$ cat config.mk
export PLATFORM = sky130hd
export DESIGN_NAME = bc3_texel_decode_unit
export DESIGN_NICKNAME = d
export VERILOG_FILES = /design/src/rtl/bc3_pkg.sv /design/src/rtl/bc3_texel_decode_unit.sv /design/src/rtl/bc3_unpack.sv /design/src/rtl/bc3_blend.sv /design/src/rtl/bc3_divide.sv
export SDC_FILE = /design/constraint.sdc
export NUM_CORES = 1
export LEC_CHECK = 0
export BUFFER_PORTS_ARGS = -buffer_cell sky130_fd_sc_hd__buf_2
export CAP_MARGIN = 20
export CORE_MARGIN = 4
export CORE_UTILIZATION = 45
export CTS_CLUSTER_DIAMETER = 80
export DETAILED_ROUTE_END_ITERATION = 16
export PLACE_DENSITY = 0.62
export SYNTH_ARGS = -nofsm -noshare
export SYNTH_HDL_FRONTEND = slang
export SYNTH_SLANG_ARGS = --single-unit
$ cat constraint.sdc
create_clock -name clock -period 12.87 [get_ports clock]
set_clock_uncertainty 0.05 [all_clocks]
set_input_delay 2.574 -clock clock [delete_from_list [all_inputs] [get_ports clock]]
set_output_delay 2.574 -clock clock [all_outputs]
set_load 0.005 [all_outputs]
$ cat src/rtl/bc3_pkg.sv
// ----------------------------------------------------------------------------
// BC3 texel decode package
// Shared types, code names and helper functions for the texel decoder.
// ----------------------------------------------------------------------------
package bc3_pkg;

   localparam logic [2:0] ACODE_E0   = 3'd0;
   localparam logic [2:0] ACODE_E1   = 3'd1;
   localparam logic [2:0] ACODE_ZERO = 3'd6;
   localparam logic [2:0] ACODE_FULL = 3'd7;

   localparam logic [1:0] CCODE_E0   = 2'd0;
   localparam logic [1:0] CCODE_E1   = 2'd1;
   localparam logic [1:0] CCODE_MID0 = 2'd2;
   localparam logic [1:0] CCODE_MID1 = 2'd3;

   // Reciprocal multipliers: floor(s/3) = (s*683)>>11 for s < 768,
   // floor(s/7) and floor(s/5) = (s*K)>>16 for s < 2048.
   localparam logic [9:0]  DIV3_MUL  = 10'd683;
   localparam logic [13:0] DIV7_MUL  = 14'd9363;
   localparam logic [13:0] DIV5_MUL  = 14'd13108;

   typedef enum logic [1:0] {
      ALPHA_PASS,
      ALPHA_DIV7,
      ALPHA_DIV5
   } alpha_mode_type;

   typedef struct packed {
      logic [7:0]       a0;
      logic [7:0]       a1;
      logic [2:0]       acode;
      logic [1:0]       ccode;
      logic [2:0][7:0]  e0;
      logic [2:0][7:0]  e1;
   } unpack_type;

   typedef struct packed {
      logic [10:0]      alpha_sum;
      alpha_mode_type   alpha_mode;
      logic [2:0][9:0]  color_sum;
      logic             color_div;
   } blend_type;

   typedef struct packed {
      logic [2:0][7:0]  rgb;
      logic [7:0]       alpha;
   } texel_type;

   // v*255/31 = 8v + floor(7v/31).
   function automatic logic [7:0] expand5(input logic [4:0] v);
      logic [2:0] f;
      begin
         if (v >= 5'd31) f = 3'd7;
         else if (v >= 5'd27) f = 3'd6;
         else if (v >= 5'd23) f = 3'd5;
         else if (v >= 5'd18) f = 3'd4;
         else if (v >= 5'd14) f = 3'd3;
         else if (v >= 5'd9) f = 3'd2;
         else if (v >= 5'd5) f = 3'd1;
         else f = 3'd0;
         return {v, 3'b000} + {5'b00000, f};
      end
   endfunction

   // v*255/63 = 4v + floor(v/21).
   function automatic logic [7:0] expand6(input logic [5:0] v);
      logic [1:0] f;
      begin
         if (v >= 6'd63) f = 2'd3;
         else if (v >= 6'd42) f = 2'd2;
         else if (v >= 6'd21) f = 2'd1;
         else f = 2'd0;
         return {v, 2'b00} + {6'b000000, f};
      end
   endfunction

endpackage

$ cat src/rtl/bc3_texel_decode_unit.sv
// ----------------------------------------------------------------------------
// BC3 texel decode unit
// Decodes the RGBA value of one texel from a 16-byte BC3 block.
// ----------------------------------------------------------------------------
//  Channel   Direction  Handshake              Payload
//  req_      in         req_valid/req_ready    alpha_block, colour_block, texel_index
//  rsp_      out        rsp_valid/rsp_ready    red, green, blue, alpha
//
//  A request passes through three register stages, unpack, blend and
//  reciprocal divide, on its way to a valid response, and a new request can be
//  accepted on every cycle while rsp_ready is high. Reset clears the
//  stage valid bits only. A stalled response holds its stage, and earlier
//  stages keep filling until each holds a request.
// ----------------------------------------------------------------------------
module bc3_texel_decode_unit
   import bc3_pkg::*;
(
   input  logic        clock,
   input  logic        reset,
   input  logic        req_valid,
   output logic        req_ready,
   input  logic [63:0] req_alpha_block,
   input  logic [63:0] req_colour_block,
   input  logic [3:0]  req_texel_index,
   output logic        rsp_valid,
   input  logic        rsp_ready,
   output logic [7:0]  rsp_red,
   output logic [7:0]  rsp_green,
   output logic [7:0]  rsp_blue,
   output logic [7:0]  rsp_alpha
);

   logic       unpack_valid;
   logic       blend_ready;
   unpack_type unpack_data;
   logic       blend_valid;
   logic       divide_ready;
   blend_type  blend_data;
   texel_type  texel;

   bc3_unpack u_unpack (
      .clock        (clock),
      .reset        (reset),
      .in_valid     (req_valid),
      .in_ready     (req_ready),
      .alpha_block  (req_alpha_block),
      .colour_block (req_colour_block),
      .texel_index  (req_texel_index),
      .out_valid    (unpack_valid),
      .out_ready    (blend_ready),
      .out_data     (unpack_data)
   );

   bc3_blend u_blend (
      .clock     (clock),
      .reset     (reset),
      .in_valid  (unpack_valid),
      .in_ready  (blend_ready),
      .in_data   (unpack_data),
      .out_valid (blend_valid),
      .out_ready (divide_ready),
      .out_data  (blend_data)
   );

   bc3_divide u_divide (
      .clock     (clock),
      .reset     (reset),
      .in_valid  (blend_valid),
      .in_ready  (divide_ready),
      .in_data   (blend_data),
      .out_valid (rsp_valid),
      .out_ready (rsp_ready),
      .out_data  (texel)
   );

   assign rsp_red   = texel.rgb[0];
   assign rsp_green = texel.rgb[1];
   assign rsp_blue  = texel.rgb[2];
   assign rsp_alpha = texel.alpha;

   a_ready_chain: assert property (@(posedge clock) disable iff (reset)
      rsp_ready |-> req_ready)
      else $error("request side stalled while the response side is ready");

   a_unpack_hold: assert property (@(posedge clock) disable iff (reset)
      unpack_valid && !blend_ready |=> unpack_valid)
      else $error("unpack stage lost a request under stall");

   a_no_phantom: assert property (@(posedge clock) disable iff (reset)
      !blend_valid && !(rsp_valid && !rsp_ready) |=> !rsp_valid)
      else $error("response appeared without a request in the blend stage");

endmodule

$ cat src/rtl/bc3_unpack.sv
// ----------------------------------------------------------------------------
// BC3 unpack stage
// Selects the texel's codes and expands the RGB565 endpoints to 8 bits.
// ----------------------------------------------------------------------------
module bc3_unpack
   import bc3_pkg::*;
(
   input  logic        clock,
   input  logic        reset,
   input  logic        in_valid,
   output logic        in_ready,
   input  logic [63:0] alpha_block,
   input  logic [63:0] colour_block,
   input  logic [3:0]  texel_index,
   output logic        out_valid,
   input  logic        out_ready,
   output unpack_type  out_data
);

   logic             valid_ff;
   unpack_type       data_ff;
   unpack_type       data_in;
   logic [15:0][2:0] acodes;
   logic [15:0][1:0] ccodes;
   logic [15:0]      c0;
   logic [15:0]      c1;

   assign acodes = alpha_block[63:16];
   assign ccodes = colour_block[63:32];
   assign c0     = colour_block[15:0];
   assign c1     = colour_block[31:16];

   always_comb begin
      data_in.a0    = alpha_block[7:0];
      data_in.a1    = alpha_block[15:8];
      data_in.acode = acodes[texel_index];
      data_in.ccode = ccodes[texel_index];
      data_in.e0[0] = expand5(c0[15:11]);
      data_in.e0[1] = expand6(c0[10:5]);
      data_in.e0[2] = expand5(c0[4:0]);
      data_in.e1[0] = expand5(c1[15:11]);
      data_in.e1[1] = expand6(c1[10:5]);
      data_in.e1[2] = expand5(c1[4:0]);
   end

   assign in_ready  = !valid_ff || out_ready;
   assign out_valid = valid_ff;
   assign out_data  = data_ff;

   always_ff @(posedge clock) begin
      if (reset) begin
         valid_ff <= 1'b0;
      end else if (in_ready) begin
         valid_ff <= in_valid;
      end
   end

   always_ff @(posedge clock) begin
      if (in_ready && in_valid) begin
         data_ff <= data_in;
      end
   end

endmodule

$ cat src/rtl/bc3_blend.sv
// ----------------------------------------------------------------------------
// BC3 blend stage
// Forms the weighted endpoint sums for the alpha and color palettes.
// ----------------------------------------------------------------------------
module bc3_blend
   import bc3_pkg::*;
(
   input  logic        clock,
   input  logic        reset,
   input  logic        in_valid,
   output logic        in_ready,
   input  unpack_type  in_data,
   output logic        out_valid,
   input  logic        out_ready,
   output blend_type   out_data
);

   logic       valid_ff;
   blend_type  data_ff;
   blend_type  data_in;
   logic       eight_level;
   logic [2:0] step;
   logic [2:0] w0;
   logic [10:0] weighted;

   assign eight_level = in_data.a0 > in_data.a1;
   assign step        = in_data.acode - 3'd1;
   assign w0          = eight_level ? (3'd7 - step) : (3'd5 - step);
   assign weighted    = 11'(w0) * 11'(in_data.a0) + 11'(step) * 11'(in_data.a1);

   always_comb begin
      data_in.alpha_sum  = weighted;
      data_in.alpha_mode = eight_level ? ALPHA_DIV7 : ALPHA_DIV5;
      if (in_data.acode == ACODE_E0) begin
         data_in.alpha_sum  = {3'b000, in_data.a0};
         data_in.alpha_mode = ALPHA_PASS;
      end else if (in_data.acode == ACODE_E1) begin
         data_in.alpha_sum  = {3'b000, in_data.a1};
         data_in.alpha_mode = ALPHA_PASS;
      end else if (!eight_level && in_data.acode == ACODE_ZERO) begin
         data_in.alpha_sum  = 11'd0;
         data_in.alpha_mode = ALPHA_PASS;
      end else if (!eight_level && in_data.acode == ACODE_FULL) begin
         data_in.alpha_sum  = 11'd255;
         data_in.alpha_mode = ALPHA_PASS;
      end
   end

   always_comb begin
      data_in.color_div = 1'b0;
      for (int c = 0; c < 3; c++) begin
         case (in_data.ccode)
            CCODE_E0: data_in.color_sum[c] = {2'b00, in_data.e0[c]};
            CCODE_E1: data_in.color_sum[c] = {2'b00, in_data.e1[c]};
            CCODE_MID0: data_in.color_sum[c] = {1'b0, in_data.e0[c], 1'b0}
                                             + {2'b00, in_data.e1[c]};
            default: data_in.color_sum[c] = {2'b00, in_data.e0[c]}
                                          + {1'b0, in_data.e1[c], 1'b0};
         endcase
      end
      if (in_data.ccode == CCODE_MID0 || in_data.ccode == CCODE_MID1) begin
         data_in.color_div = 1'b1;
      end
   end

   assign in_ready  = !valid_ff || out_ready;
   assign out_valid = valid_ff;
   assign out_data  = data_ff;

   always_ff @(posedge clock) begin
      if (reset) begin
         valid_ff <= 1'b0;
      end else if (in_ready) begin
         valid_ff <= in_valid;
      end
   end

   always_ff @(posedge clock) begin
      if (in_ready && in_valid) begin
         data_ff <= data_in;
      end
   end

endmodule

$ cat src/rtl/bc3_divide.sv
// ----------------------------------------------------------------------------
// BC3 divide stage
// Divides the palette sums by 3, 5 or 7 through reciprocal multiplication.
// ----------------------------------------------------------------------------
module bc3_divide
   import bc3_pkg::*;
(
   input  logic        clock,
   input  logic        reset,
   input  logic        in_valid,
   output logic        in_ready,
   input  blend_type   in_data,
   output logic        out_valid,
   input  logic        out_ready,
   output texel_type   out_data
);

   logic        valid_ff;
   texel_type   data_ff;
   texel_type   data_in;
   logic [13:0] alpha_mul;
   logic [24:0] alpha_prod;
   logic [2:0][19:0] color_prod;

   always_comb begin
      case (in_data.alpha_mode)
         ALPHA_DIV7: alpha_mul = DIV7_MUL;
         default: alpha_mul = DIV5_MUL;
      endcase
   end

   assign alpha_prod = 25'(in_data.alpha_sum) * 25'(alpha_mul);

   always_comb begin
      for (int c = 0; c < 3; c++) begin
         color_prod[c] = 20'(in_data.color_sum[c]) * 20'(DIV3_MUL);
         data_in.rgb[c] = in_data.color_div ? color_prod[c][18:11]
                                            : in_data.color_sum[c][7:0];
      end
      data_in.alpha = (in_data.alpha_mode == ALPHA_PASS) ? in_data.alpha_sum[7:0]
                                                         : alpha_prod[23:16];
   end

   assign in_ready  = !valid_ff || out_ready;
   assign out_valid = valid_ff;
   assign out_data  = data_ff;

   always_ff @(posedge clock) begin
      if (reset) begin
         valid_ff <= 1'b0;
      end else if (in_ready) begin
         valid_ff <= in_valid;
      end
   end

   always_ff @(posedge clock) begin
      if (in_ready && in_valid) begin
         data_ff <= data_in;
      end
   end

endmodule
After elaboration in Yosys (flattened, before gate mapping)
Cells that the tools add are included.

operators by class
  $mul = 6
  $add $sub $neg = 16
  multiplexer cells = 53
  magnitude comparators = 36
  reduce and logical (&&, ||, !) cells = 17
  equal/unequal tests = 7

operators with widths
  operator                                                               number
  10-bit case mux with 3 select lines                                    3
  5-bit >= comparator, second input constant                             16
  3-bit 2-to-1 mux                                                       26
  10-bit by 10-bit multiplier with 19-bit output, second input constant  3
  5-bit by 4-bit >= comparator with 1-bit output, second input constant  8
  10-bit 2-to-1 mux                                                      4
  8-bit by 3-bit adder with 8-bit output                                 4
  8-bit 2-to-1 mux                                                       4
  8-bit by 9-bit adder with 10-bit output                                3
  9-bit by 8-bit adder with 10-bit output                                3
  6-bit >= comparator, second input constant                             4
  11-bit by 14-bit multiplier with 24-bit output                         1
  3-bit by 8-bit multiplier with 11-bit output                           2
  5-bit by 3-bit >= comparator with 1-bit output, second input constant  4
  8-bit by 2-bit adder with 8-bit output                                 2
  13-bit 2-to-1 mux                                                      1
  3-bit binary-select mux with 4-bit select                              1
  6-bit by 5-bit >= comparator with 1-bit output, second input constant  2
  2-bit 2-to-1 mux                                                       6
  11-bit adder                                                           1
  2-bit binary-select mux with 4-bit select                              1
  8-bit greater-than comparator                                          1
  1-bit 2-to-1 mux                                                       7
  3-bit equality test, second input constant                             2
  other kinds (12)                                                       26

storage, ports and cells
  logic and storage cells = 159
  input bits = 136
  flip-flop bits (word level) = 148
  output and inout bits = 34

Depth between registers and ports, before layout
Gate-level depths: netlist (run 1).

  depth after elaboration = 9
  depth in mapped cells = 24
  gate-level depth less buffers = 24

Hierarchy
From an unflattened synthesis (run 1), not the netlist that was laid out.

unflattened totals
  cell total of the unflattened synthesis = 1,797
  area total of the unflattened synthesis = 18,595.3 um2

modules (own cells, without submodules)
  module      cells an instance  seq. area each (um2)  area each (um2)  instances
  bc3_divide  999                980.9                 9,718.1          1
  bc3_blend   608                1,341.3               5,769.3          1
  bc3_unpack  190                2,092.0               3,108.0          1

Worst setup path after synthesis (run 1)
Ideal clock, no wire load.

  path kind = input to register
  start = in rsp_ready
  end = reg u_unpack.data_ff, in the netlist u_unpack.out_data[0], enable pin
  library setup time = 0.537 ns
  slack = 6.126 ns
  arrival time = 6.156 ns
  stages on the path = 2
  required time = 12.283 ns
  buffers on the path = 0
  path through = nor2b_1 > a31oi_1

between the ends
  word-level cells in the longest chain between the ends = 4

RTL lines
  what                  RTL line                     source
  start, declared       bc3_texel_decode_unit.sv:26  input logic rsp_ready,
  1-bit logical OR      bc3_divide.sv:44             assign in_ready = !valid_ff || out_ready;
  1-bit logical OR      bc3_blend.sv:66              assign in_ready = !valid_ff || out_ready;
  1-bit logical OR      bc3_unpack.sv:46             assign in_ready = !valid_ff || out_ready;
  1-bit logical AND     bc3_unpack.sv:59             if (in_ready && in_valid) begin
  end signal, assigned  bc3_unpack.sv:60             data_ff <= data_in;
  end, declared         bc3_unpack.sv:21             unpack_type data_ff;

Every way passes these cells.
A chain may end at the register's enable or synchronous reset.

==> impl_metrics.tcl, run 1 <==
set metrics [dict create \
    cts.clk_slew.worst_paths_ps 60 \
    post-route-util 0.509 \
    gp_congestion 0.893 \
    place.detailed.instances 2368 \
    final.setup.tns_ps 0 \
    cts.path.max_buffers 2 \
    largest_net_degree_at_the_start_of_global_routing 70 \
    timing.final.setup_violations 0 \
    synth.cell_area_mm2 0.0181 \
    antenna_viol_nets_final 0 \
    slew_viol_final 0 \
    synth_edf_count 145 \
    floorplan.initialDensity 0.455 \
    worst-setup-path-type "reg2reg" \
    synth_seq_area_share 0.244 \
    clock_tree.htree_level_count 4 \
    grtUsageTotal 0.178 \
    fin_crit_sh 0.500 \
    postSynthCellCount 1681 \
    fin_nets 2484 \
    status "completed" \
    grt_antenna_before_repair 0 \
    cts_setup_buffers 0 \
    fin_crit_ps 6440 \
    dpl.hpwl_um 32300 \
    detail_route.drc_violations 0 \
    worst_skew_pair.late_latency_ps 460 \
    die_area_mm2 0.0434 \
    critical_path_arrival_ps 6540 \
    syn_to_final_growth_pct 11.9 \
    met3_usage 0.0249 \
    synth.lib_cells_used.distinct 59 \
    fmax_mhz 155 \
    drt_first_pass_iters 5 \
    antenna_cells_inserted 0 \
    hold_path.class "reg2reg" \
    total_global_routing_overflow 0 \
    postSynth.asyncResetShare 0 \
    cts_tree "built" \
    totalWireLength_um 37600 \
    synth_warnings 0 \
    placement.io_buffers 169 \
    detailedRoute.firstIterationViolations 443 \
    core_mm2 0.0397 \
    post_drt_wl_per_cell_um 15.7 \
    grt_util_met1 0.232 \
    worstMarginPinSlew_ps 962 \
    first_global_vias 13001 \
    ys_ff_latch 148 \
    post_synth.cell_area_avg_um2 10.7 \
    met2_usage 0.313 \
    hold_violations 0 \
    cts_resized 0 \
    grt_setup_unrepaired "false" \
    detail_route.vias_per_cell 5.15 \
    globalRoute.busiestLayer "met2" \
    end_kind "register" \
    drive_gt1_frac 0.154 \
    timing.max_cap.violations 0 \
    rows 73 \
    grt_first_pass_wirelength_um 63000 \
    mostFrequentLayoutCells "inv_1, ha_1, buf_2" \
    ctsRootBufferMaster "clkbuf_16" \
    die_height_um 208 \
    max-slew-margin-rel 0.357 \
    dr_total_vias 12358 \
    clock_buffer_count_from_cts 17 \
    cts_hold_repair.buffers 0 \
    layout_commonest_cell "inv_1" \
    pin_count 170 \
    finish.cell_count_without_fillers 2401 \
    worst_ep_required_time_ps 12970 \
    fp.dieW_um 208 \
    startpoint_type "register" \
    dominantRegCellSynth "edfxtp_1" \
    crit_fanout 15 \
    cts_num_sinks 148 \
]
path summary, 6_finish.rpt:
check / start / to / slack [ps] / cells past startpoint
min reg2reg: u_unpack.out_valid / u_unpack.out_valid / 520 / 2
max: u_blend.out_data[32] / u_divide.out_data[7] / 6430 / 20
max reg2reg: u_blend.out_data[32] / u_divide.out_data[7] / 6430 / 20
min: u_unpack.out_valid / u_unpack.out_valid / 520 / 2
Yosys cell counts (4+ instances only):
library cell,instances,area (µm²)
mux2_2,18,203
a21o_1,18,135
o211ai_1,4,30.0
buf_1,6,22.5
mux2i_1,8,80.1
xor2_1,19,166
o21a_1,11,82.6
nand3_1,13,65.1
fa_1,166,3320
o31ai_1,8,60.1
o21ai_0,45,225
o21bai_1,25,188
a31oi_1,11,68.8
or3_1,5,31.3
and3_1,5,31.3
nor2_1,66,248
xnor2_1,63,552
ha_1,319,3990
nand4_1,9,56.3
mux4_2,46,1040
edfxtp_1,145,4350
inv_1,377,1420
a22o_1,4,35.0
nand2_1,69,259
nand2b_1,13,81.3
clkbuf_1,21,78.8
or2_2,5,31.3
nor3_1,12,60.1
and2_1,25,156
a211oi_1,10,75.1
a21oi_1,78,390
nor2b_1,15,93.8
worst max-delay path: stages, from the launching register on:
cell      delay (ps)
edfxtp_1         430
nor2b_1          770
and2_1           310
inv_1             70
fa_1             470
inv_1             50
fa_1             460
fa_1             520
fa_1             550
inv_1             50
fa_1             520
inv_1             40
ha_1             330
o21a_1           130
o21a_1           160
o21ai_0          240
a211oi_1         140
or2_2            350
o41ai_2          250
xnor2_1          150
o21ai_0          100
kinds of logic after synthesis:
family          after synthesis  synth area share
fa+ha+maj                   485             0.405
buf+inv                     404            0.0840
simple gates                246            0.0658
compound gates              242            0.0877
flops                       148             0.244
xor+xnor                     82            0.0398
mux                          72            0.0730
other cells                   2          0.000416
layer usage:
layer / wire length, µm / part of all wire
met3: 1600 / 0.042
met4: 620 / 0.016
met5: 0 / 0
met1: 16800 / 0.45
met2: 18700 / 0.50
flip-flops by register name, summed over array words and instances (netlist names):
register,flops
u_divide.out_data,32
u_blend.out_valid,1
u_unpack.out_data,69
u_blend.out_data,44
u_unpack.out_valid,1
u_divide.out_valid,1
final cells by class:
class	count	area [µm²]
Fill cell	3596	19500
Multi-Input combinational cell	1144	12200
Sequential cell	148	4410
Inverter	377	1420
Timing Repair Buffer	175	903
Tap cell	525	657
Clock buffer	17	425
Clock inverter	15	180
metrics by stage:
step	cell area, µm²	worst slack [ps]	hold slack (ps)
final	20200	6430	525
after global routing	20200	6130	562
after floorplan	18100	6130	423
after CTS	20200	6510	526
after global placement	19600	6670	501
after detailed placement	19600	6540	517
Power of run 1 is not shown: default switching activity piles up to over one toggle a cycle in this logic, so the estimate is an artifact.
==> run 2: changes to the inputs <==
--- a/config.mk
+++ b/config.mk
@@ -11,7 +11,7 @@
 export CORE_UTILIZATION = 45
 export CTS_CLUSTER_DIAMETER = 80
 export DETAILED_ROUTE_END_ITERATION = 16
-export PLACE_DENSITY = 0.62
+export PLACE_DENSITY = 0.65
 export SYNTH_ARGS = -nofsm -noshare
 export SYNTH_HDL_FRONTEND = slang
 export SYNTH_SLANG_ARGS = --single-unit
==> constraint.sdc (replaced) <==
create_clock -name clock -period 5.3 [get_ports clock]
set_clock_uncertainty 0.05 [all_clocks]
set_input_delay 1.06 -clock clock [delete_from_list [all_inputs] [get_ports clock]]
set_output_delay 1.06 -clock clock [all_outputs]
set_load 0.005 [all_outputs]
==> run 2 against run 1 <==
Against the previous run: flip-flop and latch count unchanged; hold slack gained 11 ps; first-iteration DRC count rose by 21%; largest cell class unchanged; sequential share of layout area decreased by 1.5 points; global-route usage up 1.2 points; wire length up 8.2%; highest routed layer unchanged; setup slack worse by 6600 ps; core utilization is 3.9 points higher; the run now ends with setup timing left.
==> impl_metrics.tcl, run 2 (synthesis results as in run 1) <==
set metrics [dict create \
    status "finished, violations left" \
    violations_in_the_final_reports "setup timing" \
    mostFrequentLayoutCells "inv_1, ha_1, buf_2" \
    area_occupied_by_multi_input_gates_mm2 0.0128 \
    worst-setup-path-type "reg2reg" \
    fin_nets 2603 \
    fin_crit_sh 1.02 \
    ctsRootBufferMaster "clkbuf_16" \
    floorplan.initialDensity 0.455 \
    hold_path.class "reg2reg" \
    fin_crit_ps 5420 \
    largest_net_degree_at_the_start_of_global_routing 70 \
    timing.final.ws_setup_ps -119 \
    pin_count 170 \
    die_area_mm2 0.0434 \
    end_kind "register" \
    drt_first_pass_iters 5 \
    cts_num_sinks 148 \
    finalInstanceArea_mm2 0.0218 \
    critical_path.reg2reg.endpoint "u_divide.out_data[7]" \
    grt_setup_unrepaired "true" \
    largest_reg_flops 69 \
    max-slew-margin-rel 0.382 \
    dr_total_vias 12919 \
    antenna_cells_inserted 0 \
    totalWireLength_um 40700 \
    final.setup.tns_ps -292 \
    post_drt_wl_per_cell_um 16.2 \
    grt_antenna_before_repair 0 \
    worstReg2RegStart "u_blend.out_data[32]" \
    grt_first_pass_wirelength_um 67500 \
    fmax_mhz 185 \
    timing.reg2reg.setup_slack_ps -120 \
    layout.filler_cells 3449 \
    timing.final.setup_violations 5 \
    clock_buffer_count_from_cts 17 \
    crit_fanout 5 \
    hold_violations 0 \
    slew_viol_final 0 \
    gp_congestion 0.896 \
    rows 73 \
    placedInstanceArea_mm2 0.0203 \
    crit_start "u_blend.out_data[32]" \
    fp.dieW_um 208 \
    worst_case_reg_to_reg_path_depth 20 \
    grtUsageTotal 0.190 \
    cts_hold_repair.buffers 0 \
    worstMarginPinSlew_ps 921 \
    placement.io_buffers 169 \
    timing.max_cap.violations 0 \
    layout_commonest_cell "inv_1" \
    detail_route.drc_violations 0 \
    syn_to_final_growth_pct 20.4 \
    startpoint_type "register" \
    cts.path.max_buffers 2 \
    total_global_routing_overflow 0 \
    worst_ep_required_time_ps 5440 \
    critical_path_arrival_ps 5560 \
    worst_skew_pair.late_latency_ps 450 \
    first_global_vias 13922 \
    die_height_um 208 \
    dpl.hpwl_um 33800 \
    cts.clk_slew.worst_paths_ps 60 \
    critical_path.endpoint "u_divide.out_data[7]" \
    sequential_cell_area_mm2 0.00441 \
    antenna_viol_nets_final 0 \
    detailedRoute.firstIterationViolations 535 \
    drive_gt1_frac 0.258 \
    cts_tree "built" \
    clock_tree.htree_level_count 4 \
    core_mm2 0.0397 \
    detail_route.vias_per_cell 5.13 \
]
[run 2: worst min-delay path by stage]
stage | from | to | depth (start not counted)
global placement | u_unpack.out_valid | u_blend.out_valid | 2
detailed placement | u_unpack.out_valid | u_blend.out_valid | 2
finish | u_unpack.out_valid | u_unpack.out_valid | 2
floorplan | u_unpack.out_valid | u_blend.out_valid | 2
global route | u_unpack.out_valid | u_blend.out_valid | 2
CTS | u_unpack.out_valid | u_unpack.out_valid | 2
[run 2: through the flow]
step                 util  worst slack (ps)  cells  hold slack (ps)
detailed placement  0.512              -283   2458              522
floorplan               -             -1.78   1696              423
global placement    0.512              -128   2458              502
global route        0.547              -313   2520              559
finish              0.547              -119   2520              536
CTS                 0.535              -100   2505              539
[run 2: layer usage]
metal | track usage | wire, µm | up-vias
met2 | 0.336 | 20700 | 293
met1 | 0.246 | 17700 | 6302
met4 | 0.0496 | 689 | 0
met3 | 0.0283 | 1580 | 41
met5 | 0 | 0 | -
li1 | - | - | 6283
[run 2: layout make-up]
cell class,instances,area share
clock inverters,15,0.00943
inverters,377,0.0651
multi-input cells,1145,0.589
repair buffers,293,0.0839
well taps,525,0.0302
flip-flops and latches,148,0.203
clock buffers,17,0.0196
[run 2: timing repair]
item	CTS	global route
gates resized for setup	46	71
cloned	1	0
buffers inserted	14	14
pin swaps	44	72
setup endpoints to repair	9	19
[run 2: critical path, cell delays in order (launching register included)]
cell and delay [ps]:
edfxtp_1 470, nor2b_4 240, buf_4 150, nand2_2 70, fa_2 540, inv_2 40
fa_2 450, fa_2 540, inv_2 40, fa_2 520, fa_1 420, inv_2 80
ha_4 190, nand4_1 130, o31ai_2 80, a31oi_2 220, a211oi_2 140, or2_4 270
o41ai_4 290, xnor2_1 160, o21ai_1 90
Power of run 2 is left out for the same reason.
